===== src/rtl/ceau_pkg.sv =====
// ceau_pkg: item types, addressing mode codes and constants for the
// 6502 effective-address unit; no dependencies
package ceau_pkg;

    typedef struct packed {
        logic       op;
        logic [3:0] mode;
        logic [7:0] operand_low;
        logic [7:0] operand_high;
        logic [7:0] index_x;
        logic [7:0] index_y;
        logic       page_penalty;
        logic [7:0] read_data;
    } ceau_in_t;

    typedef struct packed {
        logic        is_final;
        logic [15:0] address;
        logic [7:0]  value;
        logic        extra_cycle;
        logic        bad_mode;
    } ceau_out_t;

    localparam logic OP_START = 1'b0;
    localparam logic OP_READ  = 1'b1;

    localparam logic [3:0] MODE_IMM  = 4'd0;
    localparam logic [3:0] MODE_ABS  = 4'd1;
    localparam logic [3:0] MODE_ZP   = 4'd2;
    localparam logic [3:0] MODE_IMPL = 4'd3;
    localparam logic [3:0] MODE_IND  = 4'd4;
    localparam logic [3:0] MODE_ABSX = 4'd5;
    localparam logic [3:0] MODE_ABSY = 4'd6;
    localparam logic [3:0] MODE_ZPX  = 4'd7;
    localparam logic [3:0] MODE_ZPY  = 4'd8;
    localparam logic [3:0] MODE_INDX = 4'd9;
    localparam logic [3:0] MODE_INDY = 4'd10;
    localparam logic [3:0] MODE_ACC  = 4'd11;
    localparam logic [3:0] MODE_REL  = 4'd12;

    localparam logic [1:0] PH_IDLE = 2'd0;
    localparam logic [1:0] PH_LOW  = 2'd1;
    localparam logic [1:0] PH_HIGH = 2'd2;

    localparam logic [15:0] NO_ADDRESS    = 16'hDEAD;
    localparam logic [7:0]  NO_VALUE      = 8'hBE;
    localparam logic [7:0]  PAGE_LOW_MASK = 8'hFF;
    localparam logic [15:0] PAGE_SIZE     = 16'h0100;

endpackage


===== src/rtl/ceau_if.sv =====
// ceau_in_if / ceau_out_if: valid-ready channels for input and result items
// depends on ceau_pkg
interface ceau_in_if
    import ceau_pkg::*;
();
    logic     valid;
    logic     ready;
    ceau_in_t item;

    modport source (output valid, output item, input ready);
    modport sink (input valid, input item, output ready);
endinterface

interface ceau_out_if
    import ceau_pkg::*;
();
    logic      valid;
    logic      ready;
    ceau_out_t item;

    modport source (output valid, output item, input ready);
    modport sink (input valid, input item, output ready);
endinterface


===== src/rtl/ceau_datapath.sv =====
// ceau_datapath: address calculation and indirect-sequence state
// depends on ceau_pkg
module ceau_datapath
    import ceau_pkg::*;
(
    input  logic      clk,
    input  logic      rst_n,
    input  logic      fire,
    input  ceau_in_t  item,
    output ceau_out_t result
);

    logic [1:0]  phase_reg, phase_next;
    logic [3:0]  held_mode_reg, held_mode_next;
    logic [15:0] pointer_address_reg, pointer_address_next;
    logic [7:0]  fetched_low_reg, fetched_low_next;
    logic [7:0]  held_y_reg, held_y_next;
    logic        held_penalty_reg, held_penalty_next;

    logic [15:0] abs16;
    logic [15:0] idx_base;
    logic [7:0]  idx_val;
    logic [16:0] idx_sum;
    logic        crossed;
    logic [7:0]  ptr_low_inc;
    logic [15:0] second_ptr;
    logic [15:0] read_base;

    always_comb
    begin
        abs16 = {item.operand_high, item.operand_low};
        read_base = {item.read_data, fetched_low_reg};
        if (item.op == OP_READ)
        begin
            idx_base = read_base;
            idx_val  = held_y_reg;
        end
        else if (item.mode == MODE_ABSX)
        begin
            idx_base = abs16;
            idx_val  = item.index_x;
        end
        else
        begin
            idx_base = abs16;
            idx_val  = item.index_y;
        end
        idx_sum = {1'b0, idx_base} + {9'b0, idx_val};
        crossed = |((idx_base ^ idx_sum[15:0]) & PAGE_SIZE);
        ptr_low_inc = (pointer_address_reg[7:0] + 8'd1) & PAGE_LOW_MASK;
        if (held_mode_reg == MODE_IND)
            second_ptr = {pointer_address_reg[15:8], ptr_low_inc};
        else
            second_ptr = {8'h00, ptr_low_inc};
    end

    always_comb
    begin
        phase_next           = phase_reg;
        held_mode_next       = held_mode_reg;
        pointer_address_next = pointer_address_reg;
        fetched_low_next     = fetched_low_reg;
        held_y_next          = held_y_reg;
        held_penalty_next    = held_penalty_reg;
        result.is_final      = 1'b1;
        result.address       = NO_ADDRESS;
        result.value         = NO_VALUE;
        result.extra_cycle   = 1'b0;
        result.bad_mode      = 1'b0;

        if (item.op == OP_READ)
        begin
            unique case (phase_reg)
                PH_LOW:
                begin
                    fetched_low_next = item.read_data;
                    phase_next       = PH_HIGH;
                    result.is_final  = 1'b0;
                    result.address   = second_ptr;
                end
                PH_HIGH:
                begin
                    phase_next = PH_IDLE;
                    if (held_mode_reg == MODE_INDY)
                    begin
                        result.address     = idx_sum[15:0];
                        result.extra_cycle = crossed & held_penalty_reg;
                    end
                    else
                    begin
                        result.address = read_base;
                    end
                end
                default:
                begin
                    result.bad_mode = 1'b1;
                end
            endcase
        end
        else
        begin
            phase_next     = PH_IDLE;
            held_mode_next = item.mode;
            unique case (item.mode)
                MODE_IMM, MODE_REL:
                begin
                    result.value = item.operand_low;
                end
                MODE_ABS:
                begin
                    result.address = abs16;
                end
                MODE_ZP:
                begin
                    result.address = {8'h00, item.operand_low};
                end
                MODE_IMPL, MODE_ACC:
                begin
                    result.address = NO_ADDRESS;
                end
                MODE_ABSX, MODE_ABSY:
                begin
                    result.address     = idx_sum[15:0];
                    result.extra_cycle = crossed & item.page_penalty;
                end
                MODE_ZPX:
                begin
                    result.address = {8'h00, item.operand_low + item.index_x};
                end
                MODE_ZPY:
                begin
                    result.address = {8'h00, item.operand_low + item.index_y};
                end
                MODE_IND, MODE_INDX, MODE_INDY:
                begin
                    if (item.mode == MODE_IND)
                        pointer_address_next = abs16;
                    else if (item.mode == MODE_INDX)
                        pointer_address_next = {8'h00, item.operand_low + item.index_x};
                    else
                        pointer_address_next = {8'h00, item.operand_low};
                    held_y_next       = item.index_y;
                    held_penalty_next = item.page_penalty;
                    phase_next        = PH_LOW;
                    result.is_final   = 1'b0;
                    result.address    = pointer_address_next;
                end
                default:
                begin
                    result.bad_mode = 1'b1;
                end
            endcase
        end
    end

    always_ff @(posedge clk or negedge rst_n)
    begin
        if (!rst_n)
        begin
            phase_reg           <= PH_IDLE;
            held_mode_reg       <= 4'd0;
            pointer_address_reg <= 16'd0;
            fetched_low_reg     <= 8'd0;
            held_y_reg          <= 8'd0;
            held_penalty_reg    <= 1'b0;
        end
        else if (fire)
        begin
            phase_reg           <= phase_next;
            held_mode_reg       <= held_mode_next;
            pointer_address_reg <= pointer_address_next;
            fetched_low_reg     <= fetched_low_next;
            held_y_reg          <= held_y_next;
            held_penalty_reg    <= held_penalty_next;
        end
    end

endmodule


===== src/rtl/cpu_effective_address_unit_top.sv =====
// cpu_effective_address_unit_top: 6502 effective-address unit top level
// depends on ceau_pkg, ceau_if, ceau_datapath
//
// req carries input items: op 0 starts an address calculation for the given
// addressing mode, op 1 returns the byte for the last pointer read request.
// rsp carries exactly one result item per input item, in order: is_final 0
// is a pointer read request (indirect modes issue two), is_final 1 is the
// finished operand with address, value, extra_cycle and bad_mode.
// An accepted item lands in an input register; the address logic then runs
// combinationally from it into the result register. One item per cycle is
// sustained while rsp.ready stays high; the limit is the single pass through
// the address adder into the result register.
// The result register frees itself when rsp.ready is high, so input items
// keep flowing while a result is taken in the same cycle. When the receiver
// stalls, the result holds, the input register fills, and req.ready drops.
// Reset (rst_n low, asynchronous) empties both registers and returns the
// indirect sequence to idle with all held values cleared.
module cpu_effective_address_unit_top
    import ceau_pkg::*;
(
    input  logic  clk,
    input  logic  rst_n,
    ceau_in_if.sink    req,
    ceau_out_if.source rsp
);

    logic      s1_valid_reg, s1_valid_next;
    ceau_in_t  s1_item_reg;
    logic      out_valid_reg, out_valid_next;
    ceau_out_t out_item_reg;
    ceau_out_t result;
    logic      out_free;
    logic      s1_fire;
    logic      in_fire;

    assign out_free  = !out_valid_reg || rsp.ready;
    assign s1_fire   = s1_valid_reg && out_free;
    assign req.ready = !s1_valid_reg || out_free;
    assign in_fire   = req.valid && req.ready;

    assign s1_valid_next  = in_fire || (s1_valid_reg && !s1_fire);
    assign out_valid_next = s1_fire || (out_valid_reg && !rsp.ready);

    assign rsp.valid = out_valid_reg;
    assign rsp.item  = out_item_reg;

    ceau_datapath u_datapath (
        .clk    (clk),
        .rst_n  (rst_n),
        .fire   (s1_fire),
        .item   (s1_item_reg),
        .result (result)
    );

    always_ff @(posedge clk or negedge rst_n)
    begin
        if (!rst_n)
        begin
            s1_valid_reg  <= 1'b0;
            out_valid_reg <= 1'b0;
        end
        else
        begin
            s1_valid_reg  <= s1_valid_next;
            out_valid_reg <= out_valid_next;
        end
    end

    always_ff @(posedge clk)
    begin
        if (in_fire)
            s1_item_reg <= req.item;
        if (s1_fire)
            out_item_reg <= result;
    end

endmodule


===== src/flat_wrapper.sv =====
// flat-port wrapper written by rule: the top's interface ports become plain ports
module cpu_effective_address_unit_top_flat import ceau_pkg::*;
  (clk, rst_n, req_valid, req_item, req_ready, rsp_valid, rsp_item, rsp_ready);
  ceau_in_if req_i ();
  ceau_out_if rsp_i ();
  input  logic clk;
  input  logic rst_n;
  input wire logic [$bits(req_i.valid)-1:0] req_valid;
  input wire logic [$bits(req_i.item)-1:0] req_item;
  output wire logic [$bits(req_i.ready)-1:0] req_ready;
  output wire logic [$bits(rsp_i.valid)-1:0] rsp_valid;
  output wire logic [$bits(rsp_i.item)-1:0] rsp_item;
  input wire logic [$bits(rsp_i.ready)-1:0] rsp_ready;
  assign req_i.valid = req_valid;
  assign req_i.item = req_item;
  assign req_ready = req_i.ready;
  assign rsp_valid = rsp_i.valid;
  assign rsp_item = rsp_i.item;
  assign rsp_i.ready = rsp_ready;
  cpu_effective_address_unit_top u_core (.clk(clk), .rst_n(rst_n), .req(req_i), .rsp(rsp_i));
endmodule

===== config.mk =====
export PLATFORM = sky130hd
export DESIGN_NAME = cpu_effective_address_unit_top_flat
export DESIGN_NICKNAME = d
export VERILOG_FILES = /design/src/rtl/ceau_pkg.sv /design/src/rtl/ceau_if.sv /design/src/rtl/ceau_datapath.sv /design/src/rtl/cpu_effective_address_unit_top.sv /design/src/flat_wrapper.sv
export SDC_FILE = /design/constraint.sdc
export NUM_CORES = 1
export LEC_CHECK = 0
export BUFFER_PORTS_ARGS = -buffer_cell sky130_fd_sc_hd__buf_2
export CAP_MARGIN = 20
export CORE_MARGIN = 2
export CORE_UTILIZATION = 59
export CTS_BUF_LIST = sky130_fd_sc_hd__clkbuf_8 sky130_fd_sc_hd__clkbuf_16
export DETAILED_ROUTE_END_ITERATION = 16
export GPL_ROUTABILITY_DRIVEN = 0
export GPL_TIMING_DRIVEN = 0
export PLACE_DENSITY_LB_ADDON = 0.1
export SLEW_MARGIN = 30
export SYNTH_ARGS = -nofsm -noshare
export SYNTH_HDL_FRONTEND = slang
export SYNTH_HIERARCHICAL = 1
export SYNTH_SLANG_ARGS = --single-unit
export TNS_END_PERCENT = 50

===== constraint.sdc =====
create_clock -name clk -period 4.7 [get_ports clk]
set_input_delay 0.705 -clock clk [delete_from_list [all_inputs] [get_ports clk]]
set_output_delay 0.705 -clock clk [all_outputs]
set_load 0.01 [all_outputs]

==> results.tsv <==
metric	value	unit
count leader, synth	edfxtp_1	
Post-synth EDFFs	73	
global-route wire length before repair	28.7	mm
final setup vio count	0	
XOR/XNOR Fraction of Synth Area	0.0407	
antenna violations before repair	0	
Seq/Total Area, Yosys	0.482	
largest net degree at the start of global routing	47	
drt wl/cell	21.0	um
non-filler cells, final	869	
layout cells sized above 1	0.249	
unrepaired setup endpoints after global routing	false	
die area	12200	um2
mux cell area share after synthesis	0.0825	
Critical Path Start	u_core/s1_item_reg[45]	
core area	10900	um2
violation count after the first detailed-route iteration	627	
Worst R2R Setup Slack	280	ps
synthesized cell area	6670	um2
crit path DAT	4560	ps
Hold Crit Class	input port to asynchronous set/reset pin	
CP endpoint kind	register	
top cell type's share of synthesized area	0.329	
cts bufs inserted	17	
clk_skew	16.1	ps
Max VDD drop	0.000368	V
max FFs per register	46	
total gr overflow	0	
largest family of logic cells by synthesized area	compound AO/OA/AOI/OAI gates	
Starting Density	0.610	
Worst-Skew Late Latency	430	ps
highest fanout seen on the critical path	10	
leakage power	0.00320	uW
Largest stage delay, worst path	440	ps
worst setup path class	register to register	
min cycle time layout	4420	ps
WL final	18.2	mm
CTS clk-pin slew, worst paths	60	ps
CTS HTree Levels	4	
R2R Path Start	u_core/s1_item_reg[45]	
Via density	6.37	
Cell Area, Placed	7240	um2
Synth area leader	edfxtp_1	
most area-consuming cells after synthesis	edfxtp_1 33%, dfrtp_1 15%, mux2_2 5.4%, ha_1 4.7%, o21ai_0 3.8%	
CTS tree	yes	
R2R Path End	u_core/rsp.item[16]	
slowest CP cell	edfxtp_1	
syn_nets	696	
DR vias	5536	
Compound-Gate Fraction of Synth Area	0.171	
synthesis-to-finish area growth	18.4	%
fin area	7900	um2
total global-route track usage	0.325	
Rows	38	
Final Hold Fails	0	
normalized max-slew margin	0.318	
period utilization	0.941	
run status	complete, no violations	
antenna-violating nets left	0	
Synth Area in Adders	0.0559	
Worst path most repeated cell	buf_2	
Synth Area in Simple Gates	0.137	
top_reg_cell synth	edfxtp_1	
Worst Path Required	4840	ps
Pins Over Slew Limit	0	
async set or reset register ratio after synthesis	0.360	
Sum Neg Setup Slack	0	ps
number of clock sinks	114	
max_cap viols	0	
HPWL Detailed	13.1	mm
top post-synthesis cells by count	73 x edfxtp_1, 67 x nand2_1, 51 x o21ai_0	
worst reg2reg path depth	16	
Die Width	110	um
Syn Inst Count	618	
CP startpoint kind	register	
I/O pins	79	
vias in the first global route	5512	
crit-path cells	buf_2 > buf_2 > buf_2 > clkbuf_1 > nand2_1 > o21ai_0 > ha_1 > inv_1 > fa_1 > nor2b_4 > o31a_1 > o21a_1 > nor2_1 > mux2_2 > a221oi_1 > o211ai_1	
die height	110	um
Worst Tran Pin Value	1010	ps
CTS root buffer	clkbuf_16	
Overall Power	3740	uW
synthesized flop and latch total	114	
dpl cells	836	
NumNets Final	793	
DRC Markers	0	
DRT Pass-1 Iters	6	
PD cells	474	nW/um2
Yosys Warn Count	6	
Core Util, Final	0.723	
FILL cells	807	
clk buf depth	2	
syn avg cell area	10.8	um2
IO buf count	78	
f_max	226	MHz
Synth cell types	69	
[per-layer routing]
| metal | wire length, um | track usage | vias to the layer above |
|---|---|---|---|
| met5 | 0 | 0 | - |
| met4 | 544 | 0.139 | 0 |
| met3 | 1820 | 0.0870 | 54 |
| met2 | 8360 | 0.502 | 336 |
| met1 | 7490 | 0.434 | 2631 |
| li1 | - | - | 2515 |
[final cells by class]
type,count,area (um2),share of cell area
Sequential cell,114,3220,0.407
Timing Repair Buffer,78,393,0.0497
Clock buffer,17,425,0.0538
Buffer,29,154,0.0195
Inverter,13,48.8,0.00618
Antenna cell,1,2.50,0.000317
Multi-Input combinational cell,462,3250,0.412
Clock inverter,15,231,0.0293
Tap cell,140,175,0.0222
[through the flow]
step	worst slack [ps]	hold slack, ps
finish	279	278
global route	60.1	309
CTS	307	293
detailed placement	331	491
global placement	410	484
floorplan	1250	409
[logic make-up after synthesis]
family | Yosys count
adder cells (fa/ha/maj) | 28
AND/OR/NAND/NOR | 183
buffers and inverters | 42
AO/OA/AOI/OAI | 169
XOR/XNOR | 31
multiplexers | 51
flip-flops | 114
[cell usage in the layout, fill, tap and decap left out, types with 3 or more instances in the layout]
cell	count
mux2i_1	19
o31ai_1	3
a31oi_1	3
dfrtp_1	41
a21oi_1	30
clkbuf_1	10
clkbuf_16	17
o21a_1	9
a32oi_1	5
or2_2	7
a22oi_1	4
a21o_1	8
edfxtp_1	73
bufinv_16	5
o22ai_1	5
buf_4	5
buf_2	88
nand2_1	67
a22o_1	8
nor2b_1	4
xnor2_1	16
xor2_1	15
clkinv_4	3
inv_1	13
nand2b_1	15
a221oi_1	10
o21ai_0	51
nor2_1	40
mux2_2	32
ha_1	25
fa_1	3
o211ai_1	3
and3_1	4
nand3_1	13
nor3_1	11
a211oi_1	6
clkinvlp_4	5
[worst max path at each step]
stage	to	depth (start not counted)
2_1_floorplan	u_core/rsp.item[22]	15
3_3_place_gp	u_core/rsp.item[16]	16
3_5_place_dp	u_core/rsp.item[16]	16
4_1_cts	u_core/rsp.item[16]	16
5_1_grt	u_core/rsp.item[16]	16
6_report	u_core/rsp.item[16]	16
[power by group]
part	total, uW	switching, uW	internal (uW)
registers	1390	142	1250
clock network	1410	467	943
logic	944	545	399
total	3740	1150	2590
[critical path, delay by kind of cell, from the launching register on]
kind | cells | cell delay, ps
buffers and inverters | 5 | 1400
multiplexers | 1 | 270
adder cells (fa/ha/maj) | 2 | 650
AO/OA/AOI/OAI | 5 | 1090
flip-flops | 1 | 440
AND/OR/NAND/NOR | 3 | 300
[repair_timing]
item,CTS,global route
setup buffers,0,0
hold buffers,0,0
endpoints found under the setup margin,0,2
gates resized for setup,0,2
Note: power is estimated with default switching activity, not from simulation.
